**config.mk**
```make
export PLATFORM = sky130hd
export DESIGN_NAME = video_scroll_timing_unit_top_flat
export DESIGN_NICKNAME = d
export VERILOG_FILES = /design/src/rtl/vstu_pkg.sv /design/src/rtl/vstu_req_if.sv /design/src/rtl/vstu_rsp_if.sv /design/src/rtl/video_scroll_timing_unit_top.sv /design/src/flat_wrapper.sv
export SDC_FILE = /design/constraint.sdc
export NUM_CORES = 2
export LEC_CHECK = 0
export CAP_MARGIN = 25
export CORE_MARGIN = 4
export CORE_UTILIZATION = 26
export DETAILED_ROUTE_END_ITERATION = 7
export DONT_BUFFER_PORTS = 1
export GPL_ROUTABILITY_DRIVEN = 0
export SYNTH_ARGS = -nofsm -noshare
export SYNTH_HDL_FRONTEND = slang
export SYNTH_SLANG_ARGS = --single-unit
```
**constraint.sdc**
```tcl
create_clock -name i_clk -period 4.01 [get_ports i_clk]
set_input_delay 0.6015 -clock i_clk [delete_from_list [all_inputs] [get_ports i_clk]]
set_output_delay 0.6015 -clock i_clk [all_outputs]
set_load 0.01 [all_outputs]
```
**src/rtl/vstu_pkg.sv**
```systemverilog
// Shared types, codes and constants of the video scroll timing unit.
// No dependencies; used by the channel interfaces and the top level.
package vstu_pkg;

    // Request operations
    localparam logic [1:0] OP_TICK  = 2'd0;
    localparam logic [1:0] OP_WRITE = 2'd1;
    localparam logic [1:0] OP_READ  = 2'd2;

    // Register selects (low three bits of the CPU address)
    localparam logic [2:0] REG_CTRL     = 3'd0;
    localparam logic [2:0] REG_MASK     = 3'd1;
    localparam logic [2:0] REG_STATUS   = 3'd2;
    localparam logic [2:0] REG_OAM_ADDR = 3'd3;
    localparam logic [2:0] REG_OAM_DATA = 3'd4;
    localparam logic [2:0] REG_SCROLL   = 3'd5;
    localparam logic [2:0] REG_ADDR     = 3'd6;
    localparam logic [2:0] REG_DATA     = 3'd7;

    localparam logic [15:0] DMA_PAGE_ADDR = 16'h4014;

    // Memory request kinds
    localparam logic [2:0] KIND_NONE     = 3'd0;
    localparam logic [2:0] KIND_CPU_RD   = 3'd1;
    localparam logic [2:0] KIND_CPU_WR   = 3'd2;
    localparam logic [2:0] KIND_NT       = 3'd3;
    localparam logic [2:0] KIND_ATTR     = 3'd4;
    localparam logic [2:0] KIND_PAT_LO   = 3'd5;
    localparam logic [2:0] KIND_PAT_HI   = 3'd6;
    localparam logic [2:0] KIND_RESERVED = 3'd7;

    // Timing
    localparam logic [8:0] DOT_LAST       = 9'd340;
    localparam logic [8:0] LINE_LAST      = 9'd261;
    localparam logic [8:0] LINE_VBLANK    = 9'd241;
    localparam logic [8:0] LINE_VISIBLE   = 9'd240;
    localparam logic [8:0] DOT_FINE_Y     = 9'd256;
    localparam logic [8:0] DOT_COPY_H     = 9'd257;
    localparam logic [8:0] DOT_COPY_V_LO  = 9'd280;
    localparam logic [8:0] DOT_COPY_V_HI  = 9'd304;
    localparam logic [8:0] DOT_PREFETCH   = 9'd321;
    localparam logic [8:0] DOT_PREFETCH_A = 9'd328;
    localparam logic [8:0] DOT_PREFETCH_B = 9'd336;

    // Address composition
    localparam logic [13:0] NT_BASE    = 14'h2000;
    localparam logic [13:0] ATTR_BASE  = 14'h23C0;
    localparam logic [14:0] HORIZ_MASK = 15'h041F;
    localparam logic [14:0] VERT_MASK  = 15'h7BE0;
    localparam logic [4:0]  ROW_WRAP   = 5'd29;
    localparam logic [4:0]  ROW_LAST   = 5'd31;

    localparam int unsigned OAM_DEPTH = 256;

    typedef struct packed {
        logic [1:0]  op;
        logic [15:0] reg_addr;
        logic [7:0]  write_data;
        logic [7:0]  fetch_data;
    } t_req;

    typedef struct packed {
        logic [7:0]  read_data;
        logic [2:0]  mem_kind;
        logic [13:0] mem_addr;
        logic [7:0]  mem_wdata;
        logic        vblank_flag;
        logic        nmi_line;
        logic [8:0]  dot_now;
        logic [8:0]  line_now;
        logic [2:0]  fine_x_out;
    } t_rsp;

endpackage

```
**src/rtl/vstu_req_if.sv**
```systemverilog
// Request channel of the video scroll timing unit: valid, ready and payload.
// Depends on vstu_pkg for the payload type.
interface vstu_req_if;
    logic          valid;
    logic          ready;
    vstu_pkg::t_req data;

    modport source (output valid, output data, input ready);
    modport sink   (input valid, input data, output ready);
endinterface

```
**src/rtl/vstu_rsp_if.sv**
```systemverilog
// Response channel of the video scroll timing unit: valid, ready and payload.
// Depends on vstu_pkg for the payload type.
interface vstu_rsp_if;
    logic          valid;
    logic          ready;
    vstu_pkg::t_rsp data;

    modport source (output valid, output data, input ready);
    modport sink   (input valid, input data, output ready);
endinterface

```
**src/rtl/video_scroll_timing_unit_top.sv**
```systemverilog
// A response is registered and becomes valid in the cycle after its request is accepted.
// Throughput: one request per cycle; the single response register refills in the
// same cycle it is taken, so only a stalled response holds off the next request.
// OAM reads use the registered read port of the OAM (256 bytes by default) in that same cycle.
// Reset: synchronous, active low; clears counters, scroll and control state and
// the response valid; OAM contents are not cleared and read as garbage until written.
module video_scroll_timing_unit_top #(
    parameter int unsigned SPRITE_RAM_DEPTH = vstu_pkg::OAM_DEPTH
) (
    input  logic       i_clk,
    input  logic       i_rst_n,
    vstu_req_if.sink   i_req,
    vstu_rsp_if.source o_rsp
);
    import vstu_pkg::*;

    localparam int unsigned OAM_AW = $clog2(SPRITE_RAM_DEPTH);

    // ---------------------------------------------------------------------
    // Architectural state
    // ---------------------------------------------------------------------
    logic [14:0] r_cur,  n_cur;       // current VRAM / scroll address
    logic [14:0] r_tmp,  n_tmp;       // temporary address
    logic [2:0]  r_fine_x, n_fine_x;
    logic        r_second_write, n_second_write;
    logic [4:0]  r_ctrl, n_ctrl;      // inc32, spr base, bg base, tall, nmi enable
    logic [7:0]  r_oam_addr, n_oam_addr;
    logic        r_vblank, n_vblank;
    logic [8:0]  r_dot, n_dot;
    logic [8:0]  r_line, n_line;
    logic        r_odd_frame, n_odd_frame;
    logic [7:0]  r_tile, n_tile;
    logic        r_nt_pending, n_nt_pending;

    // Response stage
    logic        r_out_valid;
    t_rsp        r_rsp, n_rsp;
    logic        r_rd_oam, n_rd_oam;  // response byte comes from the OAM port
    logic [7:0]  r_oam_q;

    logic [7:0]  oam_mem [SPRITE_RAM_DEPTH];
    logic        oam_we;

    logic        req_acc;
    t_req        req;
    logic        is_sel_dma;
    logic [2:0]  sel;

    // Tick decode
    logic        render_line;
    logic        fetch_dot;
    logic [13:0] pat_lo_addr;
    logic [13:0] pat_hi_addr;
    logic [14:0] a_cx;
    logic [14:0] a_fy;

    // ---------------------------------------------------------------------
    // Scroll address steps
    // ---------------------------------------------------------------------
    // Advance coarse X, flip horizontal nametable at the right edge
    function automatic logic [14:0] step_coarse_x(input logic [14:0] a);
        logic [14:0] r;
        if (a[4:0] == 5'd31) begin
            r = {a[14:11], ~a[10], a[9:5], 5'd0};
        end else begin
            r = a + 15'd1;
        end
        return r;
    endfunction

    // Advance fine Y, carrying into the coarse row; row 29 flips the vertical table
    function automatic logic [14:0] step_fine_y(input logic [14:0] a);
        logic [14:0] r;
        logic [4:0]  row;
        logic        flip;
        row  = a[9:5];
        flip = 1'b0;
        if (a[14:12] != 3'd7) begin
            r = {a[14:12] + 3'd1, a[11:0]};
        end else begin
            if (row == ROW_WRAP) begin
                row  = 5'd0;
                flip = 1'b1;
            end else if (row == ROW_LAST) begin
                row = 5'd0;
            end else begin
                row = row + 5'd1;
            end
            r = {3'd0, a[11] ^ flip, a[10], row, a[4:0]};
        end
        return r;
    endfunction

    // ---------------------------------------------------------------------
    // Handshake: take a request whenever the response register is free or drains
    // ---------------------------------------------------------------------
    assign i_req.ready = !r_out_valid || o_rsp.ready;
    assign req_acc     = i_req.valid && i_req.ready;
    assign req         = i_req.data;
    assign is_sel_dma  = (req.reg_addr == DMA_PAGE_ADDR);
    assign sel         = req.reg_addr[2:0];

    assign o_rsp.valid = r_out_valid;

    always_comb begin
        o_rsp.data = r_rsp;
        if (r_rd_oam) begin
            o_rsp.data.read_data = r_oam_q;
        end
    end

    // ---------------------------------------------------------------------
    // Next-state and response logic for one request
    // ---------------------------------------------------------------------
    always_comb begin
        n_cur          = r_cur;
        n_tmp          = r_tmp;
        n_fine_x       = r_fine_x;
        n_second_write = r_second_write;
        n_ctrl         = r_ctrl;
        n_oam_addr     = r_oam_addr;
        n_vblank       = r_vblank;
        n_dot          = r_dot;
        n_line         = r_line;
        n_odd_frame    = r_odd_frame;
        // Latch the tile byte returned for last request's nametable fetch
        n_tile         = r_nt_pending ? req.fetch_data : r_tile;
        n_nt_pending   = 1'b0;
        n_rd_oam       = 1'b0;
        oam_we         = 1'b0;

        n_rsp           = '0;
        n_rsp.mem_kind  = KIND_NONE;
        n_rsp.dot_now   = r_dot;
        n_rsp.line_now  = r_line;

        render_line = (r_line < LINE_VISIBLE) || (r_line == LINE_LAST);
        fetch_dot   = (r_dot <= DOT_FINE_Y) || (r_dot >= DOT_PREFETCH);
        pat_lo_addr = {1'b0, r_ctrl[2], n_tile, 1'b0, r_cur[14:12]};
        pat_hi_addr = {1'b0, r_ctrl[2], n_tile, 1'b1, r_cur[14:12]};

        // Coarse X on tile boundaries, then fine Y at the end of the visible span
        a_cx = r_cur;
        if (r_dot[2:0] == 3'd0 && (r_dot <= DOT_FINE_Y || r_dot == DOT_PREFETCH_A
                || r_dot == DOT_PREFETCH_B)) begin
            a_cx = step_coarse_x(r_cur);
        end
        a_fy = (r_dot == DOT_FINE_Y) ? step_fine_y(a_cx) : a_cx;

        case (req.op)
            OP_TICK: begin
                if (r_dot != 9'd0) begin
                    if (r_dot == 9'd1 && r_line == LINE_VBLANK) begin
                        n_vblank = 1'b1;
                    end
                    if (r_dot == 9'd1 && r_line == LINE_LAST) begin
                        n_vblank = 1'b0;
                    end
                    if (render_line) begin
                        if (fetch_dot) begin
                            case (r_dot[2:0])
                                3'd2: begin
                                    n_rsp.mem_kind = KIND_NT;
                                    n_rsp.mem_addr = NT_BASE | {2'b00, r_cur[11:0]};
                                    n_nt_pending   = 1'b1;
                                end
                                3'd4: begin
                                    n_rsp.mem_kind = KIND_ATTR;
                                    n_rsp.mem_addr = ATTR_BASE
                                        | {2'b00, r_cur[11:10], 10'd0}
                                        | {8'd0, r_cur[9:7], 3'd0}
                                        | {11'd0, r_cur[4:2]};
                                end
                                3'd6: begin
                                    n_rsp.mem_kind = KIND_PAT_LO;
                                    n_rsp.mem_addr = pat_lo_addr;
                                end
                                3'd0: begin
                                    n_rsp.mem_kind = KIND_PAT_HI;
                                    n_rsp.mem_addr = pat_hi_addr;
                                end
                                default: begin
                                end
                            endcase
                        end
                        n_cur = a_fy;
                        if (r_dot == DOT_COPY_H) begin
                            n_cur = (a_fy & ~HORIZ_MASK) | (r_tmp & HORIZ_MASK);
                        end
                        if (r_line == LINE_LAST && r_dot >= DOT_COPY_V_LO
                                && r_dot <= DOT_COPY_V_HI) begin
                            n_cur = (a_fy & ~VERT_MASK) | (r_tmp & VERT_MASK);
                        end
                    end
                end
                // Advance the raster position; odd frames skip the idle dot
                if (r_dot == DOT_LAST) begin
                    n_dot = 9'd0;
                    if (r_line == LINE_LAST) begin
                        n_line      = 9'd0;
                        n_dot       = r_odd_frame ? 9'd1 : 9'd0;
                        n_odd_frame = ~r_odd_frame;
                    end else begin
                        n_line = r_line + 9'd1;
                    end
                end else begin
                    n_dot = r_dot + 9'd1;
                end
            end
            OP_WRITE: begin
                if (!is_sel_dma) begin
                    case (sel)
                        REG_CTRL: begin
                            n_tmp  = {r_tmp[14:12], req.write_data[1:0], r_tmp[9:0]};
                            n_ctrl = {req.write_data[7], req.write_data[5:2]};
                        end
                        REG_OAM_ADDR: begin
                            n_oam_addr = req.write_data;
                        end
                        REG_OAM_DATA: begin
                            oam_we     = 1'b1;
                            n_oam_addr = r_oam_addr + 8'd1;
                        end
                        REG_SCROLL: begin
                            if (!r_second_write) begin
                                n_fine_x = req.write_data[2:0];
                                n_tmp    = {r_tmp[14:5], req.write_data[7:3]};
                            end else begin
                                n_tmp = {req.write_data[2:0], r_tmp[11:10],
                                         req.write_data[7:3], r_tmp[4:0]};
                            end
                            n_second_write = ~r_second_write;
                        end
                        REG_ADDR: begin
                            if (!r_second_write) begin
                                n_tmp = {req.write_data[6:0], r_tmp[7:0]};
                            end else begin
                                n_tmp = {r_tmp[14:8], req.write_data};
                                n_cur = {r_tmp[14:8], req.write_data};
                            end
                            n_second_write = ~r_second_write;
                        end
                        REG_DATA: begin
                            n_rsp.mem_kind  = KIND_CPU_WR;
                            n_rsp.mem_addr  = r_cur[13:0];
                            n_rsp.mem_wdata = req.write_data;
                            n_cur = r_cur + (r_ctrl[0] ? 15'd32 : 15'd1);
                        end
                        default: begin
                            // mask and status writes have no visible effect
                        end
                    endcase
                end
            end
            OP_READ: begin
                if (!is_sel_dma) begin
                    case (sel)
                        REG_STATUS: begin
                            n_rsp.read_data = {r_vblank, 7'd0};
                            n_vblank        = 1'b0;
                            n_second_write  = 1'b0;
                        end
                        REG_OAM_ADDR: begin
                            n_rsp.read_data = r_oam_addr;
                        end
                        REG_OAM_DATA: begin
                            n_rd_oam = 1'b1;
                        end
                        REG_DATA: begin
                            n_rsp.mem_kind = KIND_CPU_RD;
                            n_rsp.mem_addr = r_cur[13:0];
                            n_cur = r_cur + (r_ctrl[0] ? 15'd32 : 15'd1);
                        end
                        default: begin
                        end
                    endcase
                end
            end
            default: begin
                // undefined op: report position, change nothing else but the pending tile latch
            end
        endcase

        n_rsp.vblank_flag = n_vblank;
        n_rsp.nmi_line    = n_vblank && n_ctrl[4];
        n_rsp.fine_x_out  = n_fine_x;
    end

    // ---------------------------------------------------------------------
    // State and response registers
    // ---------------------------------------------------------------------
    always_ff @(posedge i_clk) begin
        if (!i_rst_n) begin
            r_cur          <= '0;
            r_tmp          <= '0;
            r_fine_x       <= '0;
            r_second_write <= 1'b0;
            r_ctrl         <= '0;
            r_oam_addr     <= '0;
            r_vblank       <= 1'b0;
            r_dot          <= '0;
            r_line         <= '0;
            r_odd_frame    <= 1'b0;
            r_tile         <= '0;
            r_nt_pending   <= 1'b0;
            r_out_valid    <= 1'b0;
            r_rd_oam       <= 1'b0;
        end else begin
            if (req_acc) begin
                r_cur          <= n_cur;
                r_tmp          <= n_tmp;
                r_fine_x       <= n_fine_x;
                r_second_write <= n_second_write;
                r_ctrl         <= n_ctrl;
                r_oam_addr     <= n_oam_addr;
                r_vblank       <= n_vblank;
                r_dot          <= n_dot;
                r_line         <= n_line;
                r_odd_frame    <= n_odd_frame;
                r_tile         <= n_tile;
                r_nt_pending   <= n_nt_pending;
                r_rd_oam       <= n_rd_oam;
                r_out_valid    <= 1'b1;
            end else if (o_rsp.ready) begin
                r_out_valid <= 1'b0;
            end
        end
    end

    // Response payload: load with each accepted request, hold while stalled
    always_ff @(posedge i_clk) begin
        if (req_acc) begin
            r_rsp <= n_rsp;
        end
    end

    // OAM: one write port, one registered read port, both at the OAM address
    always_ff @(posedge i_clk) begin
        if (req_acc && oam_we) begin
            oam_mem[r_oam_addr[OAM_AW-1:0]] <= req.write_data;
        end
        if (req_acc) begin
            r_oam_q <= oam_mem[r_oam_addr[OAM_AW-1:0]];
        end
    end

`ifndef SYNTHESIS
    // Raster counters stay inside the frame
    a_raster_range: assert property (@(posedge i_clk) disable iff (!i_rst_n)
        (r_dot <= DOT_LAST) && (r_line <= LINE_LAST))
        else $error("raster counter out of range");

    // A tick at the vblank line start raises the flag
    a_vblank_set: assert property (@(posedge i_clk) disable iff (!i_rst_n)
        (req_acc && req.op == OP_TICK && r_dot == 9'd1 && r_line == LINE_VBLANK)
        |=> r_vblank)
        else $error("vblank not set at start of vblank line");

    // A pending tile latch only follows an accepted nametable fetch
    a_nt_pending: assert property (@(posedge i_clk) disable iff (!i_rst_n)
        $rose(r_nt_pending) |-> $past(req_acc) && r_rsp.mem_kind == KIND_NT)
        else $error("tile latch armed without nametable fetch");

    // The reserved request kind is never issued
    a_kind_legal: assert property (@(posedge i_clk) disable iff (!i_rst_n)
        r_out_valid |-> r_rsp.mem_kind != KIND_RESERVED)
        else $error("reserved memory request kind issued");

    // An empty response register never holds off requests
    a_ready_free: assert property (@(posedge i_clk) disable iff (!i_rst_n)
        !r_out_valid |-> i_req.ready)
        else $error("request stalled with empty response register");
`endif

endmodule
```
**src/flat_wrapper.sv**
```systemverilog
// flat-port wrapper written by rule: the top's interface ports become plain ports
module video_scroll_timing_unit_top_flat import vstu_pkg::*;
#(
    parameter int unsigned SPRITE_RAM_DEPTH = vstu_pkg::OAM_DEPTH
)
  (i_clk, i_rst_n, i_req_valid, i_req_data, i_req_ready, o_rsp_valid, o_rsp_data, o_rsp_ready);
  vstu_req_if i_req_i ();
  vstu_rsp_if o_rsp_i ();
  input  logic i_clk;
  input  logic i_rst_n;
  input wire logic [$bits(i_req_i.valid)-1:0] i_req_valid;
  input wire logic [$bits(i_req_i.data)-1:0] i_req_data;
  output wire logic [$bits(i_req_i.ready)-1:0] i_req_ready;
  output wire logic [$bits(o_rsp_i.valid)-1:0] o_rsp_valid;
  output wire logic [$bits(o_rsp_i.data)-1:0] o_rsp_data;
  input wire logic [$bits(o_rsp_i.ready)-1:0] o_rsp_ready;
  assign i_req_i.valid = i_req_valid;
  assign i_req_i.data = i_req_data;
  assign i_req_ready = i_req_i.ready;
  assign o_rsp_valid = o_rsp_i.valid;
  assign o_rsp_data = o_rsp_i.data;
  assign o_rsp_i.ready = o_rsp_ready;
  video_scroll_timing_unit_top #(.SPRITE_RAM_DEPTH(SPRITE_RAM_DEPTH)) u_core (.i_clk(i_clk), .i_rst_n(i_rst_n), .i_req(i_req_i), .o_rsp(o_rsp_i));
endmodule
```
Word-level counts from Yosys, hierarchy flattened
Memories as Yosys holds them, arrays and structs flattened. A register that Yosys moved wholly into a read port is not among the register bits.
Index checks and enable logic that the tools add are counted.

operators by class
  add/sub/neg operators = 7
  magnitude comparators = 5
  equal/unequal tests = 37
  muxes and demuxes = 70
  bitwise logic cells = 14
  reductions and logical operators = 38

operators with widths
  cell                                                   count
  two-way mux 15 bit                                     15
  case mux 15 bit (3 select lines)                       2
  two-way mux 17 bit                                     4
  case mux 17 bit (4 select lines)                       1
  equality test 9 bit, second input constant             6
  case mux 17 bit (3 select lines)                       1
  case mux 8 bit (2 select lines)                        2
  case mux 15 bit (2 select lines)                       1
  two-way mux 9 bit                                      3
  two-way mux 1 bit                                      25
  two-way mux 25 bit                                     1
  two-way mux 5 bit                                      5
  two-way mux 24 bit                                     1
  AND reduction 7 bit                                    3
  adder 9 x 1 -> 9 bit, second input constant            2
  equality test 3 bit, second input constant             6
  >= comparator 9 bit, second input constant             2
  <= comparator 9 bit, second input constant             2
  equality test 16 x 15 -> 1 bit, second input constant  1
  two-way mux 8 bit                                      2
  adder 15 x 1 -> 15 bit, second input constant          1
  adder 15 bit                                           1
  equality test 5 bit, second input constant             3
  OR 11 x 15 -> 15 bit                                   1
  37 further kinds                                       80

storage, ports and cells
  bits in registers = 134
  bits in writable memories = 2048
  output and inout bits = 58
  logic and storage cells = 199
  memories kept = 1

memories
  name            depth  width  rd ports  clocked after memory_dff  write ports  line                                source
  u_core.oam_mem  256    8      1         1                         1            video_scroll_timing_unit_top.sv:41  logic [7:0] oam_mem [SPRITE_RAM_DEPTH];

Logic depth before layout (Yosys ltp)
  word-level depth = 17
  depth in mapped cells = 16

Worst setup path before layout
OpenSTA, ideal clock, no wires.

  path kind = in2reg
  from = input port o_rsp_ready
  to = register u_core.r_rsp, in the netlist u_core.o_rsp.data[0] (enable)
  arrival = 3.275 ns
  required time = 3.557 ns
  setup slack = 0.282 ns
  stages on the path = 5
  path buffers = 2
  path through = nand2b_1 -> nand2_1 -> inv_1 -> clkbuf_1 -> clkbuf_1

between the ends
  cells in the longest elaborated chain, start to end = 2

RTL lines
  item                      line                                 source
  start, declared           flat_wrapper.sv:16                   input wire logic [$bits(o_rsp_i.ready)-1:0] o_rsp_ready;
  logical OR 1 bit          video_scroll_timing_unit_top.sv:97   assign i_req.ready = !r_out_valid || o_rsp.ready;
  logical AND 1 bit         video_scroll_timing_unit_top.sv:98   assign req_acc = i_req.valid && i_req.ready;
  named net u_core.req_acc  video_scroll_timing_unit_top.sv:44   logic req_acc;
  end signal, assigned      video_scroll_timing_unit_top.sv:333  r_rsp <= n_rsp;
  end, declared             video_scroll_timing_unit_top.sv:37   t_rsp r_rsp, n_rsp;

The timed path passes the listed nets, and every way through them passes these cells.
A chain may end at the register's enable or synchronous reset.

==> flow_summary.yaml <==
clock_tree:
  cts_buffers: 213
  clk_pin_slew_ps: 70
  htreeDepth: 4
  clock_latency_ps: 890
  root_buffer: "clkbuf_16"
  clk_path_buf_depth: 4
  cts_setup_buffers: 0
  cts_sinks: 2188
  cts_tree: "yes"
sta:
  maxSlewHeadroom_pct: 13.6
  fin_worst_skew_ps: 94.8
  holdWs_ps: 21.9
  setup_ws_ps: 167
  min_period_ps: 3840
  period_share_pct: 95.8
  setup_viol: 0
  worstMarginPinSlew_ps: 1300
  maxClockFrequency_ghz: 0.260
  maxSlewViolCount: 0
  hold_violations: 0
  tns_ps: 0
global_routing:
  grt_max_degree: 212
  grt_pass1_wl_um: 355000
  grtUsageMet3_pct: 3.50
  antenna_found_initial: 16
  use_met1_pct: 20.4
  use_met2_pct: 20.8
  grt_pass1_vias: 45605
  top_usage_layer: "met2"
  grt_usage_pct: 14.1
  overflow: 0
power:
  p_per_area_nw_per_um2: 454
  p_clk_share_pct: 42.2
  intPower_mw: 36.4
  irDropWorstVdd_mv: 0.356
  pwr-share-seq_pct: 54.6
  leakage_nw: 29.9
  p_comb_share_pct: 3.2
  power_switching_mw: 9.66
  p_sw_share_pct: 21.0
route:
  vias: 46985
  drtAntennaViolNets: 0
  drt_first_pass_iters: 6
  drc: 0
  wirelength_um: 257000
  drt_iter0_markers: 7045
  via_per_inst: 5.08
  wl_per_cell_um: 27.8
flow_run:
  drv_cap: 0
synth:
  yosysSeqAreaShare_pct: 74.2
  yosys.area_share.simple_pct: 4.16
  yosysTopAreaCellShare_pct: 72.5
  yosysWarnings: 0
  yosysUniqueCellTypes: 84
  async_flop_share_pct: 0
  post-synth-top-area-cell: "edfxtp_1"
  post_synth_inst_count: 4460
  synth_edf_count: 2112
  synth_top_family_by_area: "multiplexers"
  syn_area_per_cell_um2: 19.6
  synth_xor_area_share_pct: 0.339
  ys_seq_elements: 2188
  synth.cell_area_um2: 87500
  ys_top_cells_by_count: "edfxtp_1 (2112), mux4_2 (565), nor2_1 (376), nand2_1 (165), clkbuf_1 (160)"
  synth_mux_area_share_pct: 16.1
  synth_ff_type: "edfxtp_1"
  yosysMostFrequentCell: "edfxtp_1"
  synthAdderAreaFrac_pct: 0.357
  synth_compound_area_share_pct: 3.03
  synthTopCellsByArea: "edfxtp_1 (72%), mux4_2 (15%), dfxtp_1 (1.7%), nor2_1 (1.6%), mux2i_1 (1.3%)"
  synth_fp_nets: 4523
setup_path:
  crit_fanout: 16
  endpoint_kind: "flop"
  crit_required_ps: 4610
  critPathKind: "reg2reg"
  max_stage_delay_ps: 610
  crit_top_cell: "buf_4"
  crit_chain: "buf_12 -> buf_4 -> buf_4 -> mux4_2 -> mux2_2 -> nand3_1 -> o31ai_1 -> nor4_2 -> and3_1 -> o211ai_1"
  crit_slowest_cell: "dfxtp_4"
  cp.arrival_ps: 4450
  start_kind: "flop"
place:
  portBuffers: 0
  place_hpwl_um: 148000
  dpl_worst_slack_ps: -19.5
  placement.cell_area_um2: 93800
layout:
  areaGrowthSynthToFinish_pct: 16.0
  nets: 4733
  fin_util_pct: 30.4
  drive_above_1_share_pct: 24.3
  final_cell_area_um2: 102000
outcome:
  status: "completed"
floorplan:
  coreArea_um2: 334000
  start_util_pct: 26.2
  die_w_um: 588
  rows: 212
  die_y_um: 588
  io_pins: 96
  die_area_um2: 346000
worst_hold_path:
  hp-class: "in2reg"
## through the flow
stage               power, mW  instances
finish                   46.1       9248
CTS                      46.2       9203
floorplan                26.3       4460
global placement         26.6       8772
detailed placement       26.6       8776
global route             47.4       9219
## final timing paths
kind	cells past startpoint	slack, ps	start	endpoint
max	10	170	u_core.r_oam_addr[0]	u_core.r_oam_q[0]
min	2	20	i_req_data[9]	u_core.r_tmp[11]
max reg2reg	10	170	u_core.r_oam_addr[0]	u_core.r_oam_q[0]
min reg2reg	2	460	u_core.r_tile[4]	u_core.r_tile[4]
## placed cells by master (no fill, tap or decap), types with 20 or more instances in the layout
| cell | n |
|---|---|
| edfxtp_1 | 2112 |
| mux4_2 | 565 |
| nor2_1 | 374 |
| clkbuf_16 | 215 |
| buf_4 | 210 |
| nand2_1 | 164 |
| mux2i_1 | 117 |
| a21oi_1 | 74 |
| dfxtp_1 | 70 |
| nand3_1 | 64 |
| clkinv_1 | 55 |
| a22oi_1 | 51 |
| nor3_1 | 50 |
| buf_12 | 48 |
| o21ai_0 | 46 |
| clkbuf_1 | 42 |
| dlygate4sd3_1 | 35 |
| diode_2 | 31 |
| clkinv_2 | 31 |
| a221oi_1 | 26 |
| o22ai_1 | 26 |
| and2_1 | 25 |
| ha_1 | 25 |
| xor2_1 | 20 |
## registers in the layout, indices dropped and copies added (netlist names)
| signal | cells |
|---|---|
| u_core.o_rsp.data | 48 |
| u_core.r_vblank | 1 |
| u_core.r_oam_addr | 8 |
| u_core.r_second_write | 1 |
| u_core.r_line | 9 |
| u_core.r_rsp | 8 |
| u_core.o_rsp.valid | 1 |
| u_core.r_rd_oam | 1 |
| u_core.oam_mem | 2048 |
| u_core.r_cur | 15 |
| u_core.r_fine_x | 3 |
| u_core.r_odd_frame | 1 |
| u_core.r_oam_q | 8 |
| u_core.r_ctrl | 3 |
| u_core.r_tmp | 15 |
| u_core.r_tile | 8 |
| u_core.r_dot | 9 |
| u_core.r_nt_pending | 1 |
## repair_timing
item,4_1_cts,5_1_grt
gates resized for setup,0,5
hold buffers,52,10
hold endpoints to repair,676,92
setup endpoints to repair,0,5
## worst max-delay path: cells and delay by family (launching register included)
| family | cells | cell delay (ps) |
|---|---|---|
| buf+inv | 3 | 990 |
| simple gates | 3 | 860 |
| mux | 2 | 830 |
| flops | 1 | 610 |
| compound gates | 2 | 290 |
## routing by layer
metal	share of wire, %	vias to the layer above
met5	0.012	-
met4	3.3	4
met3	11	412
met2	44	2757
met1	41	25105
li1	-	18707
## cell families after synthesis
| family | Yosys count |
|---|---|
| AO/OA/AOI/OAI | 368 |
| XOR/XNOR | 33 |
| adder cells (fa/ha/maj) | 25 |
| buffers and inverters | 339 |
| flip-flops | 2188 |
| multiplexers | 698 |
| AND/OR/NAND/NOR | 809 |
## power groups by stage
stage               sequential, mW  clock [mW]  combinational, mW
detailed placement            25.6           0              0.996
global placement              25.6           0              0.988
CTS                           25.1        19.7               1.36
global route                  25.1        20.8               1.53
floorplan                     25.6           0              0.668
finish                        25.1        19.5               1.47
## cell type report
cell class	instances	area (um^2)
diodes	31	77.6
clock buffers	257	5540
well taps	4387	5490
fillers	32200	233000
inverters	22	83.8
clock inverters	118	1040
multi-input cells	1933	21000
repair buffers	312	3320
flip-flops and latches	2188	65000
No activity file was read; power rests on OpenSTA's default activity.
